`config.mk`:
```
export PLATFORM = sky130hd
export DESIGN_NAME = dual_wheel_incremental_pi_speed_loop
export DESIGN_NICKNAME = d
export VERILOG_FILES = /design/src/dwpi_pkg.sv /design/src/dwpi_seq.sv /design/src/dual_wheel_incremental_pi_speed_loop.sv
export SDC_FILE = /design/constraint.sdc
export NUM_CORES = 2
export LEC_CHECK = 0
export BUFFER_PORTS_ARGS = -buffer_cell sky130_fd_sc_hd__buf_4
export CORE_ASPECT_RATIO = 2
export CORE_MARGIN = 5
export CORE_UTILIZATION = 58
export DETAILED_ROUTE_END_ITERATION = 7
export GPL_TIMING_DRIVEN = 0
export PLACE_DENSITY = 0.78
export SLEW_MARGIN = 10
export SYNTH_ARGS = -nofsm -noshare
export SYNTH_HDL_FRONTEND = slang
export SYNTH_HIERARCHICAL = 1
export SYNTH_SLANG_ARGS = --single-unit
```
`constraint.sdc`:
```
create_clock -name clk_i -period 9.8 [get_ports clk_i]
set_clock_uncertainty 0.1 [all_clocks]
set_input_delay 1.47 -clock clk_i [delete_from_list [all_inputs] [get_ports clk_i]]
set_output_delay 1.47 -clock clk_i [all_outputs]
set_load 0.005 [all_outputs]
```
`src/dwpi_pkg.sv`:
```
package dwpi_pkg;

  localparam int StepW = 4;
  typedef logic [StepW-1:0] step_t;

  localparam step_t StIdle    = 4'd0;
  localparam step_t StMulSpd  = 4'd1;
  localparam step_t StSpeed   = 4'd2;
  localparam step_t StErr     = 4'd3;
  localparam step_t StMulI    = 4'd4;
  localparam step_t StMulP    = 4'd5;
  localparam step_t StAdd     = 4'd6;
  localparam step_t StAcc     = 4'd7;
  localparam step_t StMag     = 4'd8;
  localparam step_t StMulPwm  = 4'd9;
  localparam step_t StDivInit = 4'd10;
  localparam step_t StDivStep = 4'd11;
  localparam step_t StPwm     = 4'd12;
  localparam step_t StOut     = 4'd13;

  typedef enum logic [3:0] {
    OP_IDLE, OP_MUL_SPD, OP_SPEED, OP_ERR, OP_MUL_I, OP_MUL_P, OP_ADD,
    OP_ACC, OP_MAG, OP_MUL_PWM, OP_DIV_INIT, OP_DIV_STEP, OP_PWM, OP_OUT
  } op_e;

  typedef enum logic [2:0] {
    C_ALWAYS, C_IN_VALID, C_DIV_LAST, C_WHEEL_LEFT, C_OUT_FREE
  } cond_e;

  typedef struct packed {
    op_e   op;
    cond_e cond;
    step_t tgt_t;
    step_t tgt_f;
  } uword_t;

  typedef struct packed {
    logic in_valid;
    logic div_last;
    logic wheel_left;
    logic out_free;
  } status_t;

  typedef enum logic [2:0] {
    CFG_KP       = 3'd0,
    CFG_KI       = 3'd1,
    CFG_SCALE    = 3'd2,
    CFG_LLIMIT   = 3'd3,
    CFG_RLIMIT   = 3'd4,
    CFG_MAX_PWM  = 3'd5
  } cfg_idx_e;

  typedef enum logic [1:0] {
    DIR_STOP     = 2'd0,
    DIR_FWD      = 2'd1,
    DIR_REV      = 2'd2,
    DIR_ALT_STOP = 2'd3
  } dir_e;

  localparam logic [15:0] KpReset     = 16'd256;
  localparam logic [15:0] KiReset     = 16'd256;
  localparam logic [17:0] ScaleReset  = 18'd135110;
  localparam logic [23:0] LimitReset  = 24'd256000;
  localparam logic [15:0] MaxPwmReset = 16'd1000;

  localparam logic signed [24:0] S25Max = 25'sh0FFFFFF;
  localparam logic signed [24:0] S25Min = -25'sh1000000;

  function automatic uword_t ustep(op_e op, step_t nxt);
    return uword_t'{op: op, cond: C_ALWAYS, tgt_t: nxt, tgt_f: nxt};
  endfunction

  function automatic uword_t prog_rom(step_t s);
    uword_t w;
    unique case (s)
      StIdle:    w = uword_t'{op: OP_IDLE, cond: C_IN_VALID, tgt_t: StMulSpd, tgt_f: StIdle};
      StMulSpd:  w = ustep(OP_MUL_SPD, StSpeed);
      StSpeed:   w = ustep(OP_SPEED, StErr);
      StErr:     w = ustep(OP_ERR, StMulI);
      StMulI:    w = ustep(OP_MUL_I, StMulP);
      StMulP:    w = ustep(OP_MUL_P, StAdd);
      StAdd:     w = ustep(OP_ADD, StAcc);
      StAcc:     w = ustep(OP_ACC, StMag);
      StMag:     w = ustep(OP_MAG, StMulPwm);
      StMulPwm:  w = ustep(OP_MUL_PWM, StDivInit);
      StDivInit: w = ustep(OP_DIV_INIT, StDivStep);
      StDivStep: w = uword_t'{op: OP_DIV_STEP, cond: C_DIV_LAST, tgt_t: StPwm,
                              tgt_f: StDivStep};
      StPwm:     w = uword_t'{op: OP_PWM, cond: C_WHEEL_LEFT, tgt_t: StMulSpd,
                              tgt_f: StOut};
      StOut:     w = uword_t'{op: OP_OUT, cond: C_OUT_FREE, tgt_t: StIdle, tgt_f: StOut};
      default:   w = ustep(OP_IDLE, StIdle);
    endcase
    return w;
  endfunction

endpackage

```
`src/dwpi_seq.sv`:
```
module dwpi_seq import dwpi_pkg::*; (
  input  logic    clk_i,
  input  logic    rst_ni,
  input  status_t stat_i,
  output uword_t  ctrl_o
);

  step_t  step_q, step_d;
  uword_t uw;
  logic   take;

  assign uw = prog_rom(step_q);
  assign ctrl_o = uw;

  always_comb begin
    unique case (uw.cond)
      C_ALWAYS:     take = 1'b1;
      C_IN_VALID:   take = stat_i.in_valid;
      C_DIV_LAST:   take = stat_i.div_last;
      C_WHEEL_LEFT: take = stat_i.wheel_left;
      C_OUT_FREE:   take = stat_i.out_free;
      default:      take = 1'b1;
    endcase
    step_d = take ? uw.tgt_t : uw.tgt_f;
  end

  always_ff @(posedge clk_i or negedge rst_ni) begin
    if (!rst_ni) begin
      step_q <= StIdle;
    end else begin
      step_q <= step_d;
    end
  end

endmodule

```
`src/dual_wheel_incremental_pi_speed_loop.sv`:
```
// Two-wheel incremental PI speed controller.
// Input channel (in_valid_i / in_stall_o): one item per control tick with both
// encoder counts, target speeds (signed Q.8) and direction codes.
// Output channel (out_valid_o / out_stall_i): one result item per input item
// with PWM compare values, bridge drive codes and measured speeds.
// Config channel (cfg_valid_i / cfg_ready_o): register index and data, always
// ready; write only while no item is in flight.
// A microcode sequencer steps one shared multiplier and a radix-2 divider
// through the left wheel, then the right wheel. Each wheel takes 11 datapath
// steps plus 16 divider iterations; the result is registered in the output
// step after the right wheel, and a new item is taken only once the sequencer
// is back in its idle step. The divider iterations dominate each item's time.
// The output register lets the sequencer work on the next item while a result
// waits; if the receiver still stalls when the next result is done, the
// sequencer holds in its output step until the register frees.
// Reset clears both wheels' accumulators and previous errors, restores the
// default configuration and empties the output register.
module dual_wheel_incremental_pi_speed_loop import dwpi_pkg::*; (
  input  logic               clk_i,
  input  logic               rst_ni,
  input  logic               in_valid_i,
  output logic               in_stall_o,
  input  logic signed [15:0] left_count_i,
  input  logic signed [15:0] right_raw_count_i,
  input  logic signed [24:0] left_target_i,
  input  logic signed [24:0] right_target_i,
  input  logic [1:0]         left_dir_i,
  input  logic [1:0]         right_dir_i,
  output logic               out_valid_o,
  input  logic               out_stall_i,
  output logic [15:0]        left_pwm_o,
  output logic [15:0]        right_pwm_o,
  output logic [1:0]         left_drive_o,
  output logic [1:0]         right_drive_o,
  output logic signed [24:0] left_speed_o,
  output logic signed [24:0] right_speed_o,
  input  logic               cfg_valid_i,
  output logic               cfg_ready_o,
  input  logic [2:0]         cfg_index_i,
  input  logic [23:0]        cfg_data_i
);

  function automatic logic signed [24:0] sat25(input logic signed [42:0] x);
    logic signed [24:0] r;
    if (x > 43'(S25Max)) r = S25Max;
    else if (x < 43'(S25Min)) r = S25Min;
    else r = x[24:0];
    return r;
  endfunction

  function automatic logic is_run(input logic [1:0] d);
    return (d == DIR_FWD) || (d == DIR_REV);
  endfunction

  uword_t  ctrl;
  status_t stat;

  logic [15:0] kp_q, ki_q, max_pwm_q;
  logic [17:0] scale_q;
  logic [23:0] llim_q, rlim_q;

  logic signed [15:0] pulse_q [2];
  logic signed [24:0] tgt_q   [2];
  logic [1:0]         dir_q   [2];
  logic signed [24:0] prev_q  [2];
  logic signed [24:0] acc_q   [2];
  logic signed [24:0] spd_q   [2];
  logic [15:0]        pwm_q   [2];

  logic               wheel_q;
  logic signed [24:0] err_q;
  logic signed [25:0] diff_q;
  logic signed [42:0] prod_q, sum_q;
  logic [23:0]        mag_q, rem_q;
  logic [15:0]        quo_q;
  logic [3:0]         cnt_q;
  logic               out_valid_q;

  logic signed [25:0] mul_a;
  logic signed [18:0] mul_b;
  logic signed [44:0] mul_full;
  logic [23:0]        lim_cur;
  logic signed [25:0] err_raw;
  logic signed [43:0] acc_sum, lim_s;
  logic signed [24:0] acc_new;
  logic [24:0]        trial;
  logic               div_ge;
  logic               accept, out_free;

  dwpi_seq u_seq (
    .clk_i  (clk_i),
    .rst_ni (rst_ni),
    .stat_i (stat),
    .ctrl_o (ctrl)
  );

  assign in_stall_o  = (ctrl.op != OP_IDLE);
  assign accept      = in_valid_i && !in_stall_o;
  assign out_free    = !out_valid_q || !out_stall_i;
  assign cfg_ready_o = 1'b1;
  assign out_valid_o = out_valid_q;

  assign stat.in_valid   = in_valid_i;
  assign stat.div_last   = (cnt_q == 4'd0);
  assign stat.wheel_left = !wheel_q;
  assign stat.out_free   = out_free;

  assign lim_cur = wheel_q ? rlim_q : llim_q;

  always_comb begin
    unique case (ctrl.op)
      OP_MUL_SPD: begin
        mul_a = 26'(pulse_q[wheel_q]);
        mul_b = signed'({1'b0, scale_q});
      end
      OP_MUL_I: begin
        mul_a = 26'(err_q);
        mul_b = signed'({3'b0, ki_q});
      end
      OP_MUL_P: begin
        mul_a = diff_q;
        mul_b = signed'({3'b0, kp_q});
      end
      OP_MUL_PWM: begin
        mul_a = signed'({2'b0, mag_q});
        mul_b = signed'({3'b0, max_pwm_q});
      end
      default: begin
        mul_a = '0;
        mul_b = '0;
      end
    endcase
  end

  assign mul_full = mul_a * mul_b;

  assign err_raw = 26'(tgt_q[wheel_q]) - 26'(spd_q[wheel_q]);

  assign acc_sum = 44'(acc_q[wheel_q]) + 44'(sum_q >>> 8);
  assign lim_s   = signed'({20'd0, lim_cur});

  always_comb begin
    priority if (acc_sum > lim_s) begin
      acc_new = lim_s[24:0];
    end else if (acc_sum < -lim_s) begin
      acc_new = 25'(-lim_s);
    end else begin
      acc_new = acc_sum[24:0];
    end
  end

  assign trial  = {rem_q, quo_q[15]};
  assign div_ge = trial >= {1'b0, lim_cur};

  always_ff @(posedge clk_i or negedge rst_ni) begin
    if (!rst_ni) begin
      kp_q      <= KpReset;
      ki_q      <= KiReset;
      scale_q   <= ScaleReset;
      llim_q    <= LimitReset;
      rlim_q    <= LimitReset;
      max_pwm_q <= MaxPwmReset;
    end else if (cfg_valid_i && cfg_ready_o) begin
      unique case (cfg_index_i)
        CFG_KP:      kp_q      <= cfg_data_i[15:0];
        CFG_KI:      ki_q      <= cfg_data_i[15:0];
        CFG_SCALE:   scale_q   <= cfg_data_i[17:0];
        CFG_LLIMIT:  llim_q    <= cfg_data_i;
        CFG_RLIMIT:  rlim_q    <= cfg_data_i;
        CFG_MAX_PWM: max_pwm_q <= cfg_data_i[15:0];
        default: ;
      endcase
    end
  end

  always_ff @(posedge clk_i or negedge rst_ni) begin
    if (!rst_ni) begin
      wheel_q     <= 1'b0;
      out_valid_q <= 1'b0;
      prev_q[0]   <= '0;
      prev_q[1]   <= '0;
      acc_q[0]    <= '0;
      acc_q[1]    <= '0;
    end else begin
      if (ctrl.op == OP_SPEED && !is_run(dir_q[wheel_q])) begin
        prev_q[wheel_q] <= '0;
        acc_q[wheel_q]  <= '0;
      end
      if (ctrl.op == OP_ACC) begin
        acc_q[wheel_q]  <= acc_new;
        prev_q[wheel_q] <= err_q;
      end
      if (ctrl.op == OP_PWM) begin
        wheel_q <= ~wheel_q;
      end
      if (ctrl.op == OP_OUT && out_free) begin
        out_valid_q <= 1'b1;
      end else if (!out_stall_i) begin
        out_valid_q <= 1'b0;
      end
    end
  end

  always_ff @(posedge clk_i) begin
    if (accept) begin
      pulse_q[0] <= left_count_i;
      pulse_q[1] <= 16'(~right_raw_count_i + 16'sd1);
      tgt_q[0]   <= left_target_i;
      tgt_q[1]   <= right_target_i;
      dir_q[0]   <= left_dir_i;
      dir_q[1]   <= right_dir_i;
    end
    unique case (ctrl.op)
      OP_MUL_SPD: prod_q <= mul_full[42:0];
      OP_SPEED:   spd_q[wheel_q] <= sat25(prod_q >>> 8);
      OP_ERR:     err_q <= sat25(43'(err_raw));
      OP_MUL_I: begin
        prod_q <= mul_full[42:0];
        diff_q <= 26'(err_q) - 26'(prev_q[wheel_q]);
      end
      OP_MUL_P: begin
        sum_q  <= prod_q;
        prod_q <= mul_full[42:0];
      end
      OP_ADD:     sum_q <= sum_q + prod_q;
      OP_MAG:     mag_q <= acc_q[wheel_q][24] ? 24'(-acc_q[wheel_q]) : acc_q[wheel_q][23:0];
      OP_MUL_PWM: prod_q <= mul_full[42:0];
      OP_DIV_INIT: begin
        rem_q <= prod_q[39:16];
        quo_q <= prod_q[15:0];
        cnt_q <= '1;
      end
      OP_DIV_STEP: begin
        rem_q <= div_ge ? 24'(trial - {1'b0, lim_cur}) : trial[23:0];
        quo_q <= {quo_q[14:0], div_ge};
        cnt_q <= cnt_q - 4'd1;
      end
      OP_PWM:     pwm_q[wheel_q] <= (lim_cur == 24'd0) ? 16'd0 : quo_q;
      OP_OUT: begin
        if (out_free) begin
          left_pwm_o    <= pwm_q[0];
          right_pwm_o   <= pwm_q[1];
          left_drive_o  <= is_run(dir_q[0]) ? dir_q[0] : DIR_STOP;
          right_drive_o <= is_run(dir_q[1]) ? dir_q[1] : DIR_STOP;
          left_speed_o  <= spd_q[0];
          right_speed_o <= spd_q[1];
        end
      end
      default: ;
    endcase
  end

endmodule

```
==> impl_metrics.csv <==
group,metric,value,unit
detailed_routing,ant_nets,0,
synth,syn_nets,5949,
detailed_routing,vias_per_cell,6.22,
floorplan,rows,156,
synth,syn_area_per_cell,10.5,sq um
critical_path,slowest_stage,"fa_1",
floorplan,coreArea,0.0906,sq mm
synth,syn_inst,5040,
cells_and_area,fin_area,0.0599,sq mm
critical_path,critPathLaunchType,"flip-flop",
grt,grt.met2_usage,65.9,%
cells_and_area,finalNetCount,6292,
grt,grt_first_pass_wirelength,270000,um
timing,min_period,9.68,ns
clock_network,numCtsBuffers,60,
critical_path,required,10.14,ns
critical_path,worstPathArrival,10.02,ns
cells_and_area,regArea,0.0193,sq mm
timing,worst_pin_slew,1.24,ns
clock_network,clk_latency,0.72,ns
min_path,hold_start,"pwm_q[1][9]$_DFFE_PP_",
critical_path,ff2ff_setup_slack,0.12,ns
clock_network,holdBufCountCts,0,
critical_path,critPathKind,"flip-flop to flip-flop",
grt,busiest_layer,"met2",
floorplan,die_y,437,um
placed_design,placed_area,0.0565,sq mm
critical_path,crit_start,"u_seq/step_q[0]$_DFF_PN0_",
grt,grt_use_met3,6.28,%
run,drv_cap,0,
clock_network,path_clk_slew,0.08,ns
clock_network,cts_tree,"done",
min_path,hp-class,"flip-flop to flip-flop",
floorplan,die_x,224,um
clock_network,clock_sinks,679,
min_path,hold_end,"right_pwm_o[9]$_DFFE_PP_",
floorplan,die_area,0.0979,sq mm
grt,grt_use_met1,34.6,%
timing,worst_hold_slack,0.317,ns
clock_network,htreeDepth,2,
grt,grt_pass1_vias,43566,
detailed_routing,drt_pass1_iterations,6,
cells_and_area,fillers,7136,
detailed_routing,drt-wirelength-per-cell,27.9,um
grt,gr-total-overflow,0,
critical_path,reg2reg_depth,32,
critical_path,critPathMostFrequentCell,"fa_1",
timing,final_max_slew_viol_count,0,
critical_path,regToRegStartpoint,"u_seq/step_q[0]$_DFF_PN0_",
run_status,status,"finished, final reports clean",
placed_design,io_buffers,203,
synth,yosysWarnings,6,
detailed_routing,wl,185000,um
synth,synthesis.area,0.0530,sq mm
critical_path,cp-end-kind,"flip-flop",
timing,period_share,98.8,%
grt,track_usage,37.4,%
timing,setup_violations,0,
detailed_routing,drt_first_iter_violations,3472,
detailed_routing,drcViolationCount,0,
floorplan,io_pins,207,
critical_path,r2r_end,"prod_q[41]$_DFFE_PN_",
critical_path,critPathMaxStageDelay,0.57,ns
placed_design,gp_congestion,1.05,
floorplan,start_util,58.5,%
clock_network,ctsLongestPathBuffers,3,
timing,max_freq,103,MHz
min_path,hold_depth,0,
grt,antenna_found_initial,6,
clock_network,cts-root-buf,"clkbuf_16",
timing,maxSlewHeadroom,16.8,%
grt,grt_max_degree,118,
cells_and_area,drive_above_1_share,14.9,%
cells_and_area,area_growth,13.1,%
critical_path,crit_fanout,10,
timing,hold_viol_final,0,
cells_and_area,multiInputGateArea,0.0310,sq mm
detailed_routing,vias,41201,
placed_design,dp.final_hpwl,150000,um
## metal layers
metal / vias to the layer above / part of all wire, %
met4: 4 / 14
met5: - / 0.0097
met1: 20400 / 29
li1: 17807 / -
met2: 2041 / 50
met3: 949 / 6.4
## cell usage in the layout (no fill, tap or decap), types with 48 or more instances in the layout
cell type and instances:
clkbuf_1 101, edfxtp_1 459, buf_4 288, mux2i_1 125
ha_1 335, inv_1 677, o21a_1 52, nor3_1 48
o21ai_0 172, a22o_1 97, xor2_1 78, xnor2_1 156
dfrtp_1 187, nand2_1 470, clkbuf_16 60, fa_1 453
a21oi_1 189, mux2_2 167, nor2_1 420, a21o_1 99
## worst max-delay path by stage
stage                                 endpoint  slack (ns)  cells past startpoint
after floorplan           prod_q[41]$_DFFE_PN_        0.09                     36
after global placement    prod_q[40]$_DFFE_PN_       -4.34                     36
after detailed placement  prod_q[40]$_DFFE_PN_       -4.35                     36
after CTS                 prod_q[41]$_DFFE_PN_       0.002                     33
after global routing      prod_q[39]$_DFFE_PN_       -0.11                     36
final                     prod_q[41]$_DFFE_PN_        0.12                     32
## flip-flops by register name, indices dropped and copies added, names as in the netlist, 25 cells and up, named ones only
signal,cells
acc_q,50
diff_q,26
err_q,25
left_speed_o,25
prod_q,43
pulse_q,32
pwm_q,32
right_speed_o,25
spd_q,50
sum_q,43
tgt_q,50
## cell type report
class	instances	share of cell area, %
multi-input combinational	3495	51.7
sequential	679	32.3
inverter	680	4.27
timing repair buffer	297	4.03
clock buffer	64	2.53
tap	1185	2.47
buffer	170	1.68
clock inverter	48	1.04
antenna	1	0.00418
## through the flow
stage	worst slack, ns	TNS [ns]	std cells	util (%)
2_1_floorplan	0.0860	0	5040	-
3_3_place_gp	-4.34	-402.79	6428	61.8
3_5_place_dp	-4.35	-229.98	6466	62.4
4_1_cts	0.00248	0	6588	65.6
5_1_grt	-0.107	-0.136	6618	66.2
6_report	0.116	0	6619	66.2
## worst max-delay path: cells and delay by family (launching register included)
family,cells,cell delay (ns)
adder cells (fa/ha/maj),8,3.63
AND/OR/NAND/NOR,8,2.09
AO/OA/AOI/OAI,8,1.92
buffers and inverters,7,1.01
flip-flops,1,0.50
XOR/XNOR,1,0.15
## timing repair
item | in CTS | in global routing
endpoints found under the setup margin | 109 | 48
resized for setup | 189 | 99
cloned | 0 | 1
pin swaps | 7 | 9
setup buffers | 24 | 31
Power is not shown: default switching activity piles up to over one toggle a cycle in this logic, so the estimate is an artifact.
